$ cat src/sv/assert_macros.svh
// Assertion macros for the RTL of the PNG stream encoder (included by pngse_back)
`ifndef ASSERT_MACROS_SVH
`define ASSERT_MACROS_SVH
`ifndef SYNTHESIS
`define ASSERT_ALWAYS(lbl, clk, rstn, prop, msg) \
    lbl: assert property (@(posedge clk) disable iff (!rstn) (prop)) else $error(msg);
`define ASSERT_NEXT(lbl, clk, rstn, ante, cons, msg) \
    lbl: assert property (@(posedge clk) disable iff (!rstn) (ante) |=> (cons)) else $error(msg);
`else
`define ASSERT_ALWAYS(lbl, clk, rstn, prop, msg)
`define ASSERT_NEXT(lbl, clk, rstn, ante, cons, msg)
`endif
`endif

$ cat src/sv/pngse_pkg.sv
// Types, constants and the CRC-32 byte function of the PNG stream encoder
`timescale 1ns / 1ps
package pngse_pkg;

    localparam int CFG_W   = 13;
    localparam int TOTAL_W = 2 * CFG_W + 2;
    localparam int BLK_W   = 16;
    localparam int IDX_W   = 6;

    localparam logic        REG_WIDTH  = 1'b0;
    localparam logic        REG_HEIGHT = 1'b1;

    localparam logic [9:0]  WIDTH_RESET  = 10'd640;
    localparam logic [8:0]  HEIGHT_RESET = 9'd480;

    localparam logic [16:0] ADLER_MOD  = 17'd65521;
    localparam logic [15:0] STORED_MAX = 16'hFFFF;
    localparam logic [31:0] CRC_POLY   = 32'hEDB88320;

    localparam logic [IDX_W-1:0] HEAD_LAST = 6'd42;
    localparam logic [IDX_W-1:0] TAIL_LAST = 6'd19;

    typedef enum logic [1:0] {
        PH_IDLE,
        PH_HEAD,
        PH_RAW,
        PH_TAIL
    } back_phase_t;

    typedef struct packed {
        logic [7:0] red;
        logic [7:0] green;
        logic [7:0] blue;
        logic       first;
        logic       row_start;
        logic       last;
    } pix_entry_t;

    typedef struct packed {
        logic [CFG_W-1:0]   width;
        logic [CFG_W-1:0]   height;
        logic [TOTAL_W-1:0] total;
        logic [31:0]        idat_len;
    } geom_t;

    function automatic logic [31:0] crc_byte(input logic [31:0] c_in, input logic [7:0] b);
        logic [31:0] c;
        c = c_in ^ {24'd0, b};
        for (int k = 0; k < 8; k++) begin
            c = c[0] ? (CRC_POLY ^ (c >> 1)) : (c >> 1);
        end
        return c;
    endfunction

endpackage

$ cat src/sv/pngse_if.sv
// Channel interfaces: pixel input and byte output
`timescale 1ns / 1ps
interface pixel_if;
    logic       valid;
    logic       ready;
    logic [7:0] red;
    logic [7:0] green;
    logic [7:0] blue;

    modport source (output valid, red, green, blue, input ready);
    modport sink (input valid, red, green, blue, output ready);
endinterface

interface byte_if;
    logic       valid;
    logic       ready;
    logic [7:0] out_byte;
    logic       run_last;
    logic       file_last;

    modport source (output valid, out_byte, run_last, file_last, input ready);
    modport sink (input valid, out_byte, run_last, file_last, output ready);
endinterface

$ cat src/sv/png_stored_stream_encoder.sv
// Top level of the PNG stream encoder: front end, item queue, byte sequencer
//
// channel   dir   handshake      payload
// pixels    in    valid/ready    red, green, blue
// stream    out   valid/ready    out_byte, run_last, file_last
// cfg       in    cfg_we         cfg_index, cfg_data
//
// The byte sequencer's output register sets the rate: one byte per cycle while
// the stream is ready and items are queued. A pixel is 3 or 4 bytes, plus 5 per
// stored block header, 43 more on a file's first pixel and 20 more on its last.
// The pixel queue keeps taking items while the output stalls, until it is full.
// Reset or any register write restarts the file on the next pixel.
`timescale 1ns / 1ps
module png_stored_stream_encoder
    import pngse_pkg::*;
#(
    parameter int MAX_DIMENSION = 4096,
    parameter int QUEUE_DEPTH   = 4
) (
    input  logic             clk,
    input  logic             rst_n,
    input  logic             cfg_we,
    input  logic             cfg_index,
    input  logic [CFG_W-1:0] cfg_data,
    pixel_if.sink            pixels,
    byte_if.source           stream
);

    logic       q_full, push, pop, q_valid, restart;
    pix_entry_t push_entry, q_entry;
    geom_t      geom;

    pngse_front #(
        .MAX_DIMENSION (MAX_DIMENSION)
    ) u_front (
        .clk        (clk),
        .rst_n      (rst_n),
        .cfg_we     (cfg_we),
        .cfg_index  (cfg_index),
        .cfg_data   (cfg_data),
        .pixels     (pixels),
        .q_full     (q_full),
        .push       (push),
        .push_entry (push_entry),
        .geom       (geom),
        .restart    (restart)
    );

    pngse_queue #(
        .DEPTH (QUEUE_DEPTH)
    ) u_queue (
        .clk        (clk),
        .rst_n      (rst_n),
        .flush      (restart),
        .push       (push),
        .push_entry (push_entry),
        .full       (q_full),
        .pop        (pop),
        .q_valid    (q_valid),
        .q_entry    (q_entry)
    );

    pngse_back u_back (
        .clk     (clk),
        .rst_n   (rst_n),
        .restart (restart),
        .geom    (geom),
        .q_valid (q_valid),
        .q_entry (q_entry),
        .pop     (pop),
        .stream  (stream)
    );

endmodule

$ cat src/sv/pngse_front.sv
// Front end: configuration, image geometry, pixel accept and classification
`timescale 1ns / 1ps
module pngse_front
    import pngse_pkg::*;
#(
    parameter int MAX_DIMENSION = 4096
) (
    input  logic             clk,
    input  logic             rst_n,
    input  logic             cfg_we,
    input  logic             cfg_index,
    input  logic [CFG_W-1:0] cfg_data,
    pixel_if.sink            pixels,
    input  logic             q_full,
    output logic             push,
    output pix_entry_t       push_entry,
    output geom_t            geom,
    output logic             restart
);

    localparam int CNT_W = $clog2(MAX_DIMENSION);

    logic [CFG_W-1:0]   width_reg, height_reg;
    logic [CFG_W-1:0]   w_eff, h_eff;
    logic [CFG_W-1:0]   w_eff_reg, h_eff_reg;
    logic [TOTAL_W-1:0] total_reg;
    logic [12:0]        blocks_reg;
    logic [31:0]        idat_len_reg;
    logic [CNT_W-1:0]   col_reg, col_next;
    logic [CNT_W-1:0]   row_reg, row_next;
    logic [11:0]        quot;
    logic [16:0]        rem17;
    logic [12:0]        blocks_next;
    logic               accept, end_col, end_row;

    always_comb
    begin
        w_eff = width_reg;
        if (width_reg < CFG_W'(2))
            w_eff = CFG_W'(2);
        else if (32'(width_reg) > MAX_DIMENSION)
            w_eff = CFG_W'(MAX_DIMENSION);
        h_eff = height_reg;
        if (height_reg == '0)
            h_eff = CFG_W'(1);
        else if (32'(height_reg) > MAX_DIMENSION)
            h_eff = CFG_W'(MAX_DIMENSION);
    end

    always_ff @(posedge clk or negedge rst_n)
    begin
        if (!rst_n)
        begin
            width_reg  <= CFG_W'(WIDTH_RESET);
            height_reg <= CFG_W'(HEIGHT_RESET);
        end
        else if (cfg_we)
        begin
            unique case (cfg_index)
                REG_WIDTH:  width_reg  <= cfg_data;
                REG_HEIGHT: height_reg <= cfg_data;
                default:    ;
            endcase
        end
    end

    // ceil(total / 65535): 65536*q + lo = 65535*q + (lo + q)
    always_comb
    begin
        quot  = total_reg[TOTAL_W-1:16];
        rem17 = {1'b0, total_reg[15:0]} + {5'd0, quot};
        blocks_next = {1'b0, quot};
        if (rem17 >= {1'b0, STORED_MAX})
        begin
            blocks_next = blocks_next + 13'd1;
            rem17 = rem17 - {1'b0, STORED_MAX};
        end
        if (rem17 != '0)
            blocks_next = blocks_next + 13'd1;
    end

    // Geometry regs settle in order (eff sizes, total, blocks, idat_len) before use
    always_ff @(posedge clk)
    begin
        w_eff_reg    <= w_eff;
        h_eff_reg    <= h_eff;
        total_reg    <= TOTAL_W'(h_eff_reg)
                        * TOTAL_W'({2'b00, w_eff_reg} * 15'd3 + 15'd1);
        blocks_reg   <= blocks_next;
        idat_len_reg <= 32'd6 + {17'd0, blocks_reg, 2'b00} + {19'd0, blocks_reg}
                        + 32'(total_reg);
    end

    assign geom.width    = w_eff_reg;
    assign geom.height   = h_eff_reg;
    assign geom.total    = total_reg;
    assign geom.idat_len = idat_len_reg;

    assign pixels.ready = !q_full;
    assign accept       = pixels.valid && pixels.ready;
    assign restart      = cfg_we;

    assign end_col = (col_reg == CNT_W'(w_eff - CFG_W'(1)));
    assign end_row = (row_reg == CNT_W'(h_eff - CFG_W'(1)));

    always_comb
    begin
        col_next = col_reg;
        row_next = row_reg;
        if (accept)
        begin
            if (end_col)
            begin
                col_next = '0;
                row_next = end_row ? '0 : row_reg + CNT_W'(1);
            end
            else
                col_next = col_reg + CNT_W'(1);
        end
    end

    always_ff @(posedge clk or negedge rst_n)
    begin
        if (!rst_n)
        begin
            col_reg <= '0;
            row_reg <= '0;
        end
        else if (cfg_we)
        begin
            col_reg <= '0;
            row_reg <= '0;
        end
        else
        begin
            col_reg <= col_next;
            row_reg <= row_next;
        end
    end

    assign push                 = accept;
    assign push_entry.red       = pixels.red;
    assign push_entry.green     = pixels.green;
    assign push_entry.blue      = pixels.blue;
    assign push_entry.first     = (col_reg == '0) && (row_reg == '0);
    assign push_entry.row_start = (col_reg == '0);
    assign push_entry.last      = end_col && end_row;

endmodule

$ cat src/sv/pngse_queue.sv
// Short item queue between the front end and the byte sequencer
`timescale 1ns / 1ps
module pngse_queue
    import pngse_pkg::*;
#(
    parameter int DEPTH = 4
) (
    input  logic       clk,
    input  logic       rst_n,
    input  logic       flush,
    input  logic       push,
    input  pix_entry_t push_entry,
    output logic       full,
    input  logic       pop,
    output logic       q_valid,
    output pix_entry_t q_entry
);

    localparam int PTR_W = (DEPTH > 1) ? $clog2(DEPTH) : 1;
    localparam int CNT_W = $clog2(DEPTH + 1);

    pix_entry_t       mem [DEPTH];
    logic [PTR_W-1:0] wr_ptr_reg, rd_ptr_reg;
    logic [CNT_W-1:0] count_reg;

    function automatic logic [PTR_W-1:0] ptr_inc(input logic [PTR_W-1:0] p);
        return (32'(p) == DEPTH - 1) ? '0 : p + PTR_W'(1);
    endfunction

    assign full    = (count_reg == CNT_W'(DEPTH));
    assign q_valid = (count_reg != '0);
    assign q_entry = mem[rd_ptr_reg];

    always_ff @(posedge clk)
    begin
        if (push)
            mem[wr_ptr_reg] <= push_entry;
    end

    always_ff @(posedge clk or negedge rst_n)
    begin
        if (!rst_n)
        begin
            wr_ptr_reg <= '0;
            rd_ptr_reg <= '0;
            count_reg  <= '0;
        end
        else if (flush)
        begin
            wr_ptr_reg <= '0;
            rd_ptr_reg <= '0;
            count_reg  <= '0;
        end
        else
        begin
            if (push)
                wr_ptr_reg <= ptr_inc(wr_ptr_reg);
            if (pop)
                rd_ptr_reg <= ptr_inc(rd_ptr_reg);
            if (push && !pop)
                count_reg <= count_reg + CNT_W'(1);
            else if (pop && !push)
                count_reg <= count_reg - CNT_W'(1);
        end
    end

endmodule

$ cat src/sv/pngse_back.sv
// Byte sequencer: chunk framing, stored blocks, CRC-32, Adler-32, output register
`timescale 1ns / 1ps
`include "assert_macros.svh"
module pngse_back
    import pngse_pkg::*;
(
    input  logic       clk,
    input  logic       rst_n,
    input  logic       restart,
    input  geom_t      geom,
    input  logic       q_valid,
    input  pix_entry_t q_entry,
    output logic       pop,
    byte_if.source     stream
);

    back_phase_t        phase_reg, phase_next;
    logic [IDX_W-1:0]   idx_reg, idx_next;
    logic [2:0]         hdr_reg, hdr_next;
    logic [1:0]         sub_reg, sub_next;
    pix_entry_t         cur_reg;
    logic [31:0]        crc_reg;
    logic [15:0]        adler_lo_reg, adler_hi_reg;
    logic [TOTAL_W-1:0] raw_off_reg;
    logic [BLK_W-1:0]   blk_left_reg;
    logic               out_valid_reg, out_run_last_reg, out_file_last_reg;
    logic [7:0]         out_byte_reg;

    logic               adv, emit, crc_en, crc_init, item_done, file_done;
    logic               raw_emit, hdr_emit, item_fire, load;
    logic [7:0]         byte_v, raw_byte;
    logic [31:0]        crc_out, adler_word, w32, h32;
    logic [TOTAL_W-1:0] rem;
    logic [BLK_W-1:0]   blk_len;
    logic               blk_fin;
    logic [16:0]        lo_sum, lo_red, hi_sum, hi_red;

    function automatic logic [7:0] be_byte(input logic [31:0] w, input logic [1:0] sel);
        return w[8*(3-sel) +: 8];
    endfunction

    assign adv        = !out_valid_reg || stream.ready;
    assign crc_out    = ~crc_reg;
    assign adler_word = {adler_hi_reg, adler_lo_reg};
    assign w32        = 32'(geom.width);
    assign h32        = 32'(geom.height);

    // stored block header fields
    assign rem     = geom.total - raw_off_reg;
    assign blk_fin = (rem <= TOTAL_W'(STORED_MAX));
    assign blk_len = blk_fin ? rem[BLK_W-1:0] : STORED_MAX;

    always_comb
    begin
        unique case (sub_reg)
            2'd0:    raw_byte = 8'h00;
            2'd1:    raw_byte = cur_reg.red;
            2'd2:    raw_byte = cur_reg.green;
            default: raw_byte = cur_reg.blue;
        endcase
    end

    always_comb
    begin
        lo_sum = {1'b0, adler_lo_reg} + {9'd0, raw_byte};
        lo_red = (lo_sum >= ADLER_MOD) ? lo_sum - ADLER_MOD : lo_sum;
        hi_sum = {1'b0, adler_hi_reg} + lo_red;
        hi_red = (hi_sum >= ADLER_MOD) ? hi_sum - ADLER_MOD : hi_sum;
    end

    // byte selection and per-byte flags
    always_comb
    begin
        emit      = 1'b0;
        byte_v    = 8'h00;
        crc_en    = 1'b0;
        crc_init  = 1'b0;
        item_done = 1'b0;
        file_done = 1'b0;
        raw_emit  = 1'b0;
        hdr_emit  = 1'b0;
        unique case (phase_reg)
            PH_IDLE: ;
            PH_HEAD:
            begin
                emit     = 1'b1;
                crc_en   = ((idx_reg >= 6'd12) && (idx_reg <= 6'd28)) || (idx_reg >= 6'd37);
                crc_init = (idx_reg == 6'd12) || (idx_reg == 6'd37);
                priority if (idx_reg >= 6'd29 && idx_reg <= 6'd32)
                    byte_v = be_byte(crc_out, 2'(idx_reg - 6'd29));
                else if (idx_reg >= 6'd33 && idx_reg <= 6'd36)
                    byte_v = be_byte(geom.idat_len, 2'(idx_reg - 6'd33));
                else if (idx_reg >= 6'd16 && idx_reg <= 6'd19)
                    byte_v = be_byte(w32, idx_reg[1:0]);
                else if (idx_reg >= 6'd20 && idx_reg <= 6'd23)
                    byte_v = be_byte(h32, idx_reg[1:0]);
                else
                begin
                    unique case (idx_reg)
                        6'd0:    byte_v = 8'h89;
                        6'd1:    byte_v = 8'h50;
                        6'd2:    byte_v = 8'h4E;
                        6'd3:    byte_v = 8'h47;
                        6'd4:    byte_v = 8'h0D;
                        6'd5:    byte_v = 8'h0A;
                        6'd6:    byte_v = 8'h1A;
                        6'd7:    byte_v = 8'h0A;
                        6'd11:   byte_v = 8'd13;
                        6'd12:   byte_v = 8'h49;
                        6'd13:   byte_v = 8'h48;
                        6'd14:   byte_v = 8'h44;
                        6'd15:   byte_v = 8'h52;
                        6'd24:   byte_v = 8'd8;
                        6'd25:   byte_v = 8'd2;
                        6'd37:   byte_v = 8'h49;
                        6'd38:   byte_v = 8'h44;
                        6'd39:   byte_v = 8'h41;
                        6'd40:   byte_v = 8'h54;
                        6'd41:   byte_v = 8'h78;
                        6'd42:   byte_v = 8'h9C;
                        default: byte_v = 8'h00;
                    endcase
                end
            end
            PH_RAW:
            begin
                emit   = 1'b1;
                crc_en = 1'b1;
                if (blk_left_reg == '0)
                begin
                    hdr_emit = 1'b1;
                    unique case (hdr_reg)
                        3'd0:    byte_v = {7'd0, blk_fin};
                        3'd1:    byte_v = blk_len[7:0];
                        3'd2:    byte_v = blk_len[15:8];
                        3'd3:    byte_v = ~blk_len[7:0];
                        default: byte_v = ~blk_len[15:8];
                    endcase
                end
                else
                begin
                    raw_emit  = 1'b1;
                    byte_v    = raw_byte;
                    item_done = (sub_reg == 2'd3) && !cur_reg.last;
                end
            end
            PH_TAIL:
            begin
                emit     = 1'b1;
                crc_en   = (idx_reg <= 6'd3) || ((idx_reg >= 6'd12) && (idx_reg <= 6'd15));
                crc_init = (idx_reg == 6'd12);
                priority if (idx_reg <= 6'd3)
                    byte_v = be_byte(adler_word, idx_reg[1:0]);
                else if (idx_reg <= 6'd7 || idx_reg >= 6'd16)
                    byte_v = be_byte(crc_out, idx_reg[1:0]);
                else
                begin
                    unique case (idx_reg)
                        6'd12:   byte_v = 8'h49;
                        6'd13:   byte_v = 8'h45;
                        6'd14:   byte_v = 8'h4E;
                        6'd15:   byte_v = 8'h44;
                        default: byte_v = 8'h00;
                    endcase
                end
                item_done = (idx_reg == TAIL_LAST);
                file_done = (idx_reg == TAIL_LAST);
            end
            default: ;
        endcase
    end

    assign item_fire = adv && item_done;
    assign load      = q_valid && !restart && ((phase_reg == PH_IDLE) || item_fire);
    assign pop       = load;

    always_comb
    begin
        phase_next = phase_reg;
        idx_next   = idx_reg;
        hdr_next   = hdr_reg;
        sub_next   = sub_reg;
        if (adv && emit)
        begin
            unique case (phase_reg)
                PH_HEAD:
                begin
                    if (idx_reg == HEAD_LAST)
                    begin
                        phase_next = PH_RAW;
                        idx_next   = '0;
                        hdr_next   = '0;
                        sub_next   = 2'd0;
                    end
                    else
                        idx_next = idx_reg + IDX_W'(1);
                end
                PH_RAW:
                begin
                    if (hdr_emit)
                        hdr_next = (hdr_reg == 3'd4) ? 3'd0 : hdr_reg + 3'd1;
                    else if (sub_reg == 2'd3)
                    begin
                        if (cur_reg.last)
                        begin
                            phase_next = PH_TAIL;
                            idx_next   = '0;
                        end
                    end
                    else
                        sub_next = sub_reg + 2'd1;
                end
                PH_TAIL:
                    idx_next = idx_reg + IDX_W'(1);
                default: ;
            endcase
        end
        if (item_fire)
            phase_next = PH_IDLE;
        if (load)
        begin
            phase_next = q_entry.first ? PH_HEAD : PH_RAW;
            idx_next   = '0;
            hdr_next   = '0;
            sub_next   = q_entry.row_start ? 2'd0 : 2'd1;
        end
        if (restart)
            phase_next = PH_IDLE;
    end

    always_ff @(posedge clk or negedge rst_n)
    begin
        if (!rst_n)
        begin
            phase_reg <= PH_IDLE;
            idx_reg   <= '0;
            hdr_reg   <= '0;
            sub_reg   <= '0;
        end
        else
        begin
            phase_reg <= phase_next;
            idx_reg   <= idx_next;
            hdr_reg   <= hdr_next;
            sub_reg   <= sub_next;
        end
    end

    always_ff @(posedge clk)
    begin
        if (load)
            cur_reg <= q_entry;
    end

    always_ff @(posedge clk or negedge rst_n)
    begin
        if (!rst_n)
        begin
            crc_reg      <= '1;
            adler_lo_reg <= 16'd1;
            adler_hi_reg <= '0;
            raw_off_reg  <= '0;
            blk_left_reg <= '0;
        end
        else
        begin
            if (restart)
                crc_reg <= '1;
            else if (adv && emit && crc_en)
                crc_reg <= crc_byte(crc_init ? '1 : crc_reg, byte_v);

            if (restart || (adv && file_done) || (load && q_entry.first))
            begin
                adler_lo_reg <= 16'd1;
                adler_hi_reg <= '0;
                raw_off_reg  <= '0;
                blk_left_reg <= '0;
            end
            else if (adv && raw_emit)
            begin
                adler_lo_reg <= lo_red[15:0];
                adler_hi_reg <= hi_red[15:0];
                raw_off_reg  <= raw_off_reg + TOTAL_W'(1);
                blk_left_reg <= blk_left_reg - BLK_W'(1);
            end
            else if (adv && hdr_emit && (hdr_reg == 3'd4))
                blk_left_reg <= blk_len;
        end
    end

    always_ff @(posedge clk or negedge rst_n)
    begin
        if (!rst_n)
            out_valid_reg <= 1'b0;
        else if (restart)
            out_valid_reg <= 1'b0;
        else if (adv)
            out_valid_reg <= emit;
    end

    always_ff @(posedge clk)
    begin
        if (adv && emit)
        begin
            out_byte_reg      <= byte_v;
            out_run_last_reg  <= item_done;
            out_file_last_reg <= file_done;
        end
    end

    assign stream.valid     = out_valid_reg;
    assign stream.out_byte  = out_byte_reg;
    assign stream.run_last  = out_run_last_reg;
    assign stream.file_last = out_file_last_reg;

    `ASSERT_ALWAYS(a_file_last_ends_item, clk, rst_n, !(out_valid_reg && out_file_last_reg) || out_run_last_reg, "file_last without run_last")
    `ASSERT_ALWAYS(a_block_has_data, clk, rst_n, !(phase_reg == PH_RAW && blk_left_reg == '0) || (geom.total > raw_off_reg), "stored block header past end of raw data")
    `ASSERT_ALWAYS(a_raw_complete, clk, rst_n, !(phase_reg == PH_TAIL && idx_reg == '0) || (raw_off_reg == geom.total), "trailer before all raw bytes")

endmodule
$ cat src/flat_wrapper.sv
// flat-port wrapper written by rule: the top's interface ports become plain ports
module png_stored_stream_encoder_flat import pngse_pkg::*;
#(
    parameter int MAX_DIMENSION = 4096,
    parameter int QUEUE_DEPTH   = 4
)
  (clk, rst_n, cfg_we, cfg_index, cfg_data, pixels_valid, pixels_red, pixels_green, pixels_blue, pixels_ready, stream_valid, stream_out_byte, stream_run_last, stream_file_last, stream_ready);
  pixel_if pixels_i ();
  byte_if stream_i ();
  input  logic clk;
  input  logic rst_n;
  input  logic cfg_we;
  input  logic cfg_index;
  input  logic [CFG_W-1:0] cfg_data;
  input wire logic [$bits(pixels_i.valid)-1:0] pixels_valid;
  input wire logic [$bits(pixels_i.red)-1:0] pixels_red;
  input wire logic [$bits(pixels_i.green)-1:0] pixels_green;
  input wire logic [$bits(pixels_i.blue)-1:0] pixels_blue;
  output wire logic [$bits(pixels_i.ready)-1:0] pixels_ready;
  output wire logic [$bits(stream_i.valid)-1:0] stream_valid;
  output wire logic [$bits(stream_i.out_byte)-1:0] stream_out_byte;
  output wire logic [$bits(stream_i.run_last)-1:0] stream_run_last;
  output wire logic [$bits(stream_i.file_last)-1:0] stream_file_last;
  input wire logic [$bits(stream_i.ready)-1:0] stream_ready;
  assign pixels_i.valid = pixels_valid;
  assign pixels_i.red = pixels_red;
  assign pixels_i.green = pixels_green;
  assign pixels_i.blue = pixels_blue;
  assign pixels_ready = pixels_i.ready;
  assign stream_valid = stream_i.valid;
  assign stream_out_byte = stream_i.out_byte;
  assign stream_run_last = stream_i.run_last;
  assign stream_file_last = stream_i.file_last;
  assign stream_i.ready = stream_ready;
  png_stored_stream_encoder #(.MAX_DIMENSION(MAX_DIMENSION), .QUEUE_DEPTH(QUEUE_DEPTH)) u_core (.clk(clk), .rst_n(rst_n), .cfg_we(cfg_we), .cfg_index(cfg_index), .cfg_data(cfg_data), .pixels(pixels_i), .stream(stream_i));
endmodule
$ cat config.mk
export PLATFORM = sky130hd
export DESIGN_NAME = png_stored_stream_encoder_flat
export DESIGN_NICKNAME = d
export VERILOG_FILES = /design/src/sv/pngse_pkg.sv /design/src/sv/pngse_if.sv /design/src/sv/png_stored_stream_encoder.sv /design/src/sv/pngse_front.sv /design/src/sv/pngse_queue.sv /design/src/sv/pngse_back.sv /design/src/flat_wrapper.sv
export VERILOG_INCLUDE_DIRS = /design/src /design/src/sv
export SDC_FILE = /design/constraint.sdc
export NUM_CORES = 2
export LEC_CHECK = 0
export ABC_AREA = 1
export BUFFER_PORTS_ARGS = -buffer_cell sky130_fd_sc_hd__buf_2
export CAP_MARGIN = 20
export CORE_MARGIN = 4
export CORE_UTILIZATION = 35
export CTS_BUF_LIST = sky130_fd_sc_hd__clkbuf_16
export DETAILED_ROUTE_END_ITERATION = 16
export PLACE_DENSITY = 0.46
export SLEW_MARGIN = 20
export SYNTH_ARGS = -nofsm -noshare
export SYNTH_HDL_FRONTEND = slang
export SYNTH_SLANG_ARGS = --single-unit
$ cat constraint.sdc
create_clock -name clk -period 15.1 [get_ports clk]
set_clock_uncertainty 0.15 [all_clocks]
set_input_delay 1.51 -clock clk [delete_from_list [all_inputs] [get_ports clk]]
set_output_delay 1.51 -clock clk [all_outputs]
set_load 0.005 [all_outputs]
Word level (Yosys, flattened, before mapping)

Memories as Yosys holds them, arrays and structs flattened.
Index checks and enable logic that the tools add are counted.

Register bits: 310
Bits in latches: 0
RAM bits: 108
Memory bits (read-only): 512
Output and inout port bits: 12
Logic and storage cells: 303
Memories kept: 2

Memories:

| memory             | depth | bits a word | read ports | clocked after memory_dff | write ports | line              | text |
|---|---|---|---|---|---|---|---|
| (name not given)   | 64    | 8           | 1          | 0                        | 0           | pngse_back.sv:99  | `unique case (idx_reg)` |
| u_core.u_queue.mem | 4     | 27          | 1          | 0                        | 1           | pngse_queue.sv:22 | `pix_entry_t mem [DEPTH];` |

Add/subtract/negate cells: 31
$mul: 2
Divide/modulo/power cells: 0
$lt $le $gt $ge: 21
Equality and inequality tests: 32
Shift operators: 6
Multiplexer cells: 101
Bitwise logic cells: 13
Reductions and logical operators: 66

Operators by type and width:

| kind                   | number |
|---|---|
| $mux 32                | 11 |
| $shiftx 32x33->8       | 6 |
| $mux 16                | 9 |
| $not 13->14            | 8 |
| $mux 12                | 7 |
| $mux 13                | 6 |
| $mux 28                | 2 |
| $mux 8                 | 7 |
| $ge 17x16->1 const B   | 3 |
| $pmux 8 s3             | 2 |
| $mux 2                 | 20 |
| $mux 6                 | 6 |
| $mux 17                | 2 |
| $sub 17x16->17 const B | 2 |
| $not 32->32            | 1 |
| $pmux 8 s4             | 1 |
| $xor 32x8->32          | 1 |
| $add 17x28->29         | 1 |
| $add 28x1->28 const B  | 1 |
| $le 28x16->1 const B   | 1 |
| $mul 13x16->28         | 1 |
| $pmux 7 s4             | 1 |
| $sub 28x28->28         | 1 |
| $gt 13x13->1 const B   | 2 |
| other kinds (66)       | 170 |

Logic depth before layout (Yosys ltp)

Depth after elaboration: 26
Gate-level depth with buffers: 48
Mapped depth without buffers: 46

Cells and area by module

Synthesis repeated with hierarchy kept, for this count alone.

Cell total of the unflattened synthesis: 4795
Area, all modules: 35524.1 um2

Modules (own cells, without submodules):

| module      | times used | cells each | area each (um2) |
|---|---|---|---|
| pngse_front | 1          | 2129       | 15849.0 |
| pngse_back  | 1          | 2342       | 15149.5 |
| pngse_queue | 1          | 324        | 4525.6 |

Least setup slack after synthesis

Ideal clock, no wire load.

Kind: register to register
Start: reg u_core.u_front.w_eff_reg[2]
End: reg u_core.u_front.total_reg[27]
Setup time: 0.133 ns
Arrival: 6.487 ns
Required time: 14.817 ns
Setup slack: 8.330 ns
Stages on the path, launching flop included: 31
Path buffers: 0
Clock period less this slack: 6.770 ns
Path through: dfxtp_1 ha_1 nand2_1 o21ai_0 a21oi_1 o21bai_1 nand2_1 nand2_1 a21oi_1 o21ai_0 xor2_1 inv_1 nor2_1 fa_1 fa_1 fa_1 inv_1 fa_1 fa_1 inv_1 ha_1 a21oi_1 nand2_1 a21oi_1 inv_1 a21oi_1 o21ai_0 nand3_1 nand2_1 a221oi_1 xor2_1

Cells in the longest elaborated chain, start to end: 3

RTL lines:

| element                  | line              | text |
|---|---|---|
| start: declaration       | pngse_front.sv:25 | `logic [CFG_W-1:0] w_eff_reg, h_eff_reg;` |
| start signal: assignment | pngse_front.sv:85 | `w_eff_reg <= w_eff;` |
| $mul 13x2->15            | pngse_front.sv:88 | `* TOTAL_W'({2'b00, w_eff_reg} * 15'd3 + 15'd1);` |
| $add 15x1->16            | pngse_front.sv:88 |  |
| $mul 13x16->28           | pngse_front.sv:88 |  |
| end signal: assignment   | pngse_front.sv:87 | `total_reg <= TOTAL_W'(h_eff_reg)` |
| end: declaration         | pngse_front.sv:26 | `logic [TOTAL_W-1:0] total_reg;` |

Every way passes these cells.
A chain may end at the register's enable or synchronous reset.

Worst setup path in the final report

Start: reg u_core.u_back.sub_reg[1]
End: reg u_core.u_back.adler_hi_reg[4]

Cells in the longest elaborated chain, start to end: 10
Elaborated cells between the ends (all ways): 24

RTL lines:

| element                                                   | line                                 | text |
|---|---|---|
| start: declaration                                        | pngse_back.sv:20                     | `logic [1:0] sub_reg, sub_next;` |
| start signal: assignment                                  | pngse_back.sv:245                    | `sub_reg <= sub_next;` |
| $eq 2x2->1 (tied with other cells)                        | pngse_back.sv:55                     | `unique case (sub_reg)` |
| $pmux 8 s3 / $logic_and 1x1->1 (equally long branches)    | pngse_back.sv:55, pngse_back.sv:144  |  |
| $add 16x8->17 / $mux 1 (equally long branches)            | pngse_back.sv:65, pngse_back.sv:129  |  |
| $sub 17x16->17 (tied with other cells)                    | pngse_back.sv:66                     | `lo_red = (lo_sum >= ADLER_MOD) ? lo_sum - ADLER_MOD : lo_sum;` |
| $mux 17 / $logic_and 1x1->1 (equally long branches)       | pngse_back.sv:66, pngse_back.sv:173  |  |
| $add 16x17->17 / $logic_or 1x1->1 (equally long branches) | pngse_back.sv:67, pngse_back.sv:174  |  |
| $sub 16x16->16 (tied with other cells)                    | pngse_back.sv:68                     | `hi_red = (hi_sum >= ADLER_MOD) ? hi_sum - ADLER_MOD : hi_sum;` |
| $mux 16 / $logic_and 1x1->1 (equally long branches)       | pngse_back.sv:68, pngse_back.sv:272  |  |
| $mux 16 / $logic_or 1x1->1 (equally long branches)        | pngse_back.sv:279, pngse_back.sv:272 |  |
| $mux 16 / $reduce_bool 2->1 (equally long branches)       | -                                    |  |
| end signal: assignment                                    | pngse_back.sv:282                    | `adler_hi_reg <= hi_red[15:0];` |
| end: declaration                                          | pngse_back.sv:23                     | `logic [15:0] adler_lo_reg, adler_hi_reg;` |

Several ways; a longest one is shown, not always the timed one. The select of a mux whose other input is x is not followed.

==> run_results.csv <==
group,metric,value,unit
cts,clock_path_buffers,3,
sta,slew_violations,0,
drt,wl_per_cell,18.22,um
yosys,yosys.area.top_type,"edfxtp_1",
die,num_rows,114,
placement,hpwl,81990,um
sta,finalSetupViolCount,0,
yosys,seq_area_frac_synth,0.3128,
drt,drc,0,
die,die-area,0.1032,mm2
drt,vias_per_cell,4.983,
worst_setup_path,cpMaxStageDelayCell,"nand2_1",
die,io_pins,55,
finish,syn_to_final_growth,9.742,%
cts,htree_num_levels,2,
drt,dr.pass1.iters,6,
placement,dpl-instance-area,0.03598,mm2
worst_setup_path,cp_data_required_time,15.49,ns
cts,cts_setup_buffers,0,
global_routing,gr-total-overflow,0,
yosys,yosys_warnings,0,
yosys,synth_area_leaders,"edfxtp_1, nand2_1, dfrtp_1",
worst_setup_path,worst-path-max-fanout,22,
yosys,syn_area_per_cell,7.627,um2
yosys,synth_area,0.03434,mm2
cts,cts_hold_buf,0,
finish,fill_cells,10230,
pwr,pwr-share-comb,0.636,
yosys,synthCells,4503,
global_routing,grt_use_total,0.2067,
yosys,synth-xor-area-share,0.06328,
die,dieWidth,321.3,um
die,die_h,321.3,um
yosys,yosysMostFrequentCell,"nand2_1",
worst_setup_path,critPathArrivalTime,8.57,ns
yosys,synth_edf_count,143,
run,drv_cap,0,
placement,gp_congestion,0.8776,
yosys,ys.flop_type,"edfxtp_1",
yosys,synth-compound-area-share,0.1144,
sta,fin_setup_tns,0,ns
finish,drive_above_1_share,0.07315,
drt,num_vias,29110,
worst_setup_path,crit_path_end_kind,"flip-flop",
pwr,netSwitchingFraction,0.5187,
yosys,synthTopCellsByCount,"nand2_1, inv_1, nor2_1",
yosys,synth_fa_ha_area_frac,0.1762,
drt,drtIter0Drc,1971,
die,start_util,0.3541,
yosys,async_flop_share,0.4282,
yosys,synth.distinct_cells,73,
finish,fin_area,0.03769,mm2
cts,numCtsBuffers,51,
worst_setup_path,worst_path_most_repeated_cell,"nand2_1",
worst_setup_path,startpoint_type,"flip-flop",
global_routing,antenna_found_initial,2,
drt,drt-total-wl,106400,um
pwr,ir_worst_vdd,161.2,uV
sta,fin_crit_sh,0.5416,
sta,rsz0062_at_grt,"no",
sta,hold_ws,0.3070,ns
pwr,p_seq_frac,0.215,
pwr,p_clk_frac,0.149,
cts,cts-root-buf,"clkbuf_16",
sta,final-hold-violation-count,0,
yosys,yosys_register_bits,418,
drt,drtAntennaViolNets,0,
worst_setup_path,crit_type,"reg -> reg",
worst_hold_path,hp-class,"reg -> reg",
yosys,synthMuxAreaShare,0,
global_routing,grt_pass1_wl,167200,um
sta,fin_crit,8.178,ns
global_routing,grt_max_degree,72,
status,outcome,"completed",
yosys,synth-simple-area-share,0.2389,
cts,clk_latency,0.67,ns
die,fp.coreArea,0.09699,mm2
yosys,synth_top_family_by_area,"simple AND/OR/NAND/NOR gates",
worst_setup_path,max_stage_delay,0.62,ns
pwr,pwr_density_cell,223.8,mW/mm2
cts,tritoncts,"yes",
yosys,syn-num-nets,4933,
sta,fmax,0.1223,GHz
sta,slew_headroom,0.3018,
sta,tightest_slew,1.046,ns
pwr,p_switching,4.374,mW
finish,layout.nets,4956,
placement,io_buffers,54,
pwr,p_leak,17.93,nW
cts,clkSinkCount,418,
pwr,p_int,4.059,mW
global_routing,grt_pass1_vias,28550,
cts,clkTransAtPathRegs,0.06,ns
finish,largest_reg_flops,108,
cts,cts_resized,0,
yosys,synth_top_area_frac,0.1250,
-- cells by family after synthesis --
| kind of cell | count (synthesis) |
|---|---|
| adders and majority gates | 387 |
| buffers and inverters | 847 |
| DFF | 418 |
| and+or+nand+nor | 1913 |
| AOI/OAI and AO/OA | 694 |
| xor gates and xnor gates | 244 |
-- per-layer routing --
layer	global-route usage	routed length (um)
met1	0.3005	51820
met2	0.3221	46470
met3	0.03152	5431
met4	0.05287	2698
met5	0	13
-- metrics by stage --
stage | utilization | total power, mW | setup WS [ns] | cells
floorplan | - | 5.620 | 8.330 | 4503
global placement | 0.3709 | 7.220 | 7.195 | 5749
detailed placement | 0.3709 | 7.197 | 6.931 | 5749
CTS | 0.3886 | 8.514 | 6.877 | 5842
global route | 0.3886 | 9.335 | 5.777 | 5842
finish | 0.3886 | 8.433 | 6.922 | 5843
-- worst max-delay path: cells and delay by family (launching register included) --
kind	cells	cell delay, ns
AND/OR/NAND/NOR	18	2.82
AO/OA/AOI/OAI	9	2.02
adder cells (fa/ha/maj)	4	1.34
XOR/XNOR	3	0.88
buffers and inverters	5	0.46
flip-flops	1	0.38
-- power by group through the flow --
stage	Combinational [mW]	Sequential (mW)	Clock, mW
after global routing	6.15	1.85	1.34
after detailed placement	5.36	1.83	0
final	5.37	1.81	1.25
after floorplan	3.95	1.67	0
after global placement	5.38	1.84	0
after CTS	5.41	1.82	1.29
-- cell type report --
| type | count | area, um2 | area share |
|---|---|---|---|
| timing repair buffer | 87 | 526.8 | 0.01398 |
| inverter | 730 | 2740 | 0.07270 |
| antenna | 1 | 2.502 | 0.00006639 |
| clock buffer | 54 | 1351 | 0.03585 |
| sequential | 418 | 10750 | 0.2851 |
| clock inverter | 39 | 356.6 | 0.009461 |
| tap | 1276 | 1597 | 0.04236 |
| multi-input combinational | 3238 | 20370 | 0.5404 |
-- final timing paths --
path | startpoint | depth (start not counted) | end | slack, ns
max | u_core.u_back.sub_reg[1] | 39 | u_core.u_back.adler_hi_reg[4] | 6.92
min | u_core.u_front.height_reg[12] | 0 | u_core.u_front.h_eff_reg[12] | 0.31
max reg2reg | u_core.u_back.sub_reg[1] | 39 | u_core.u_back.adler_hi_reg[4] | 6.92
min reg2reg | u_core.u_front.height_reg[12] | 0 | u_core.u_front.h_eff_reg[12] | 0.31
max in group asynchronous | rst_n | 2 | u_core.u_front.width_reg[12] | 12.71
min in group asynchronous | rst_n | 1 | u_core.u_back.raw_off_reg[9] | 0.68
-- cell usage in the layout, fill, tap and decap left out, types with 143 or more instances in the layout --
master and n:
nand2_1 1008, inv_1 703, nor2_1 423, o21ai_0 282, ha_1 226, nand3_1 211, xor2_1 209, a21oi_1 201
fa_1 161, edfxtp_1 143
Power figures use the tool's default switching activity.
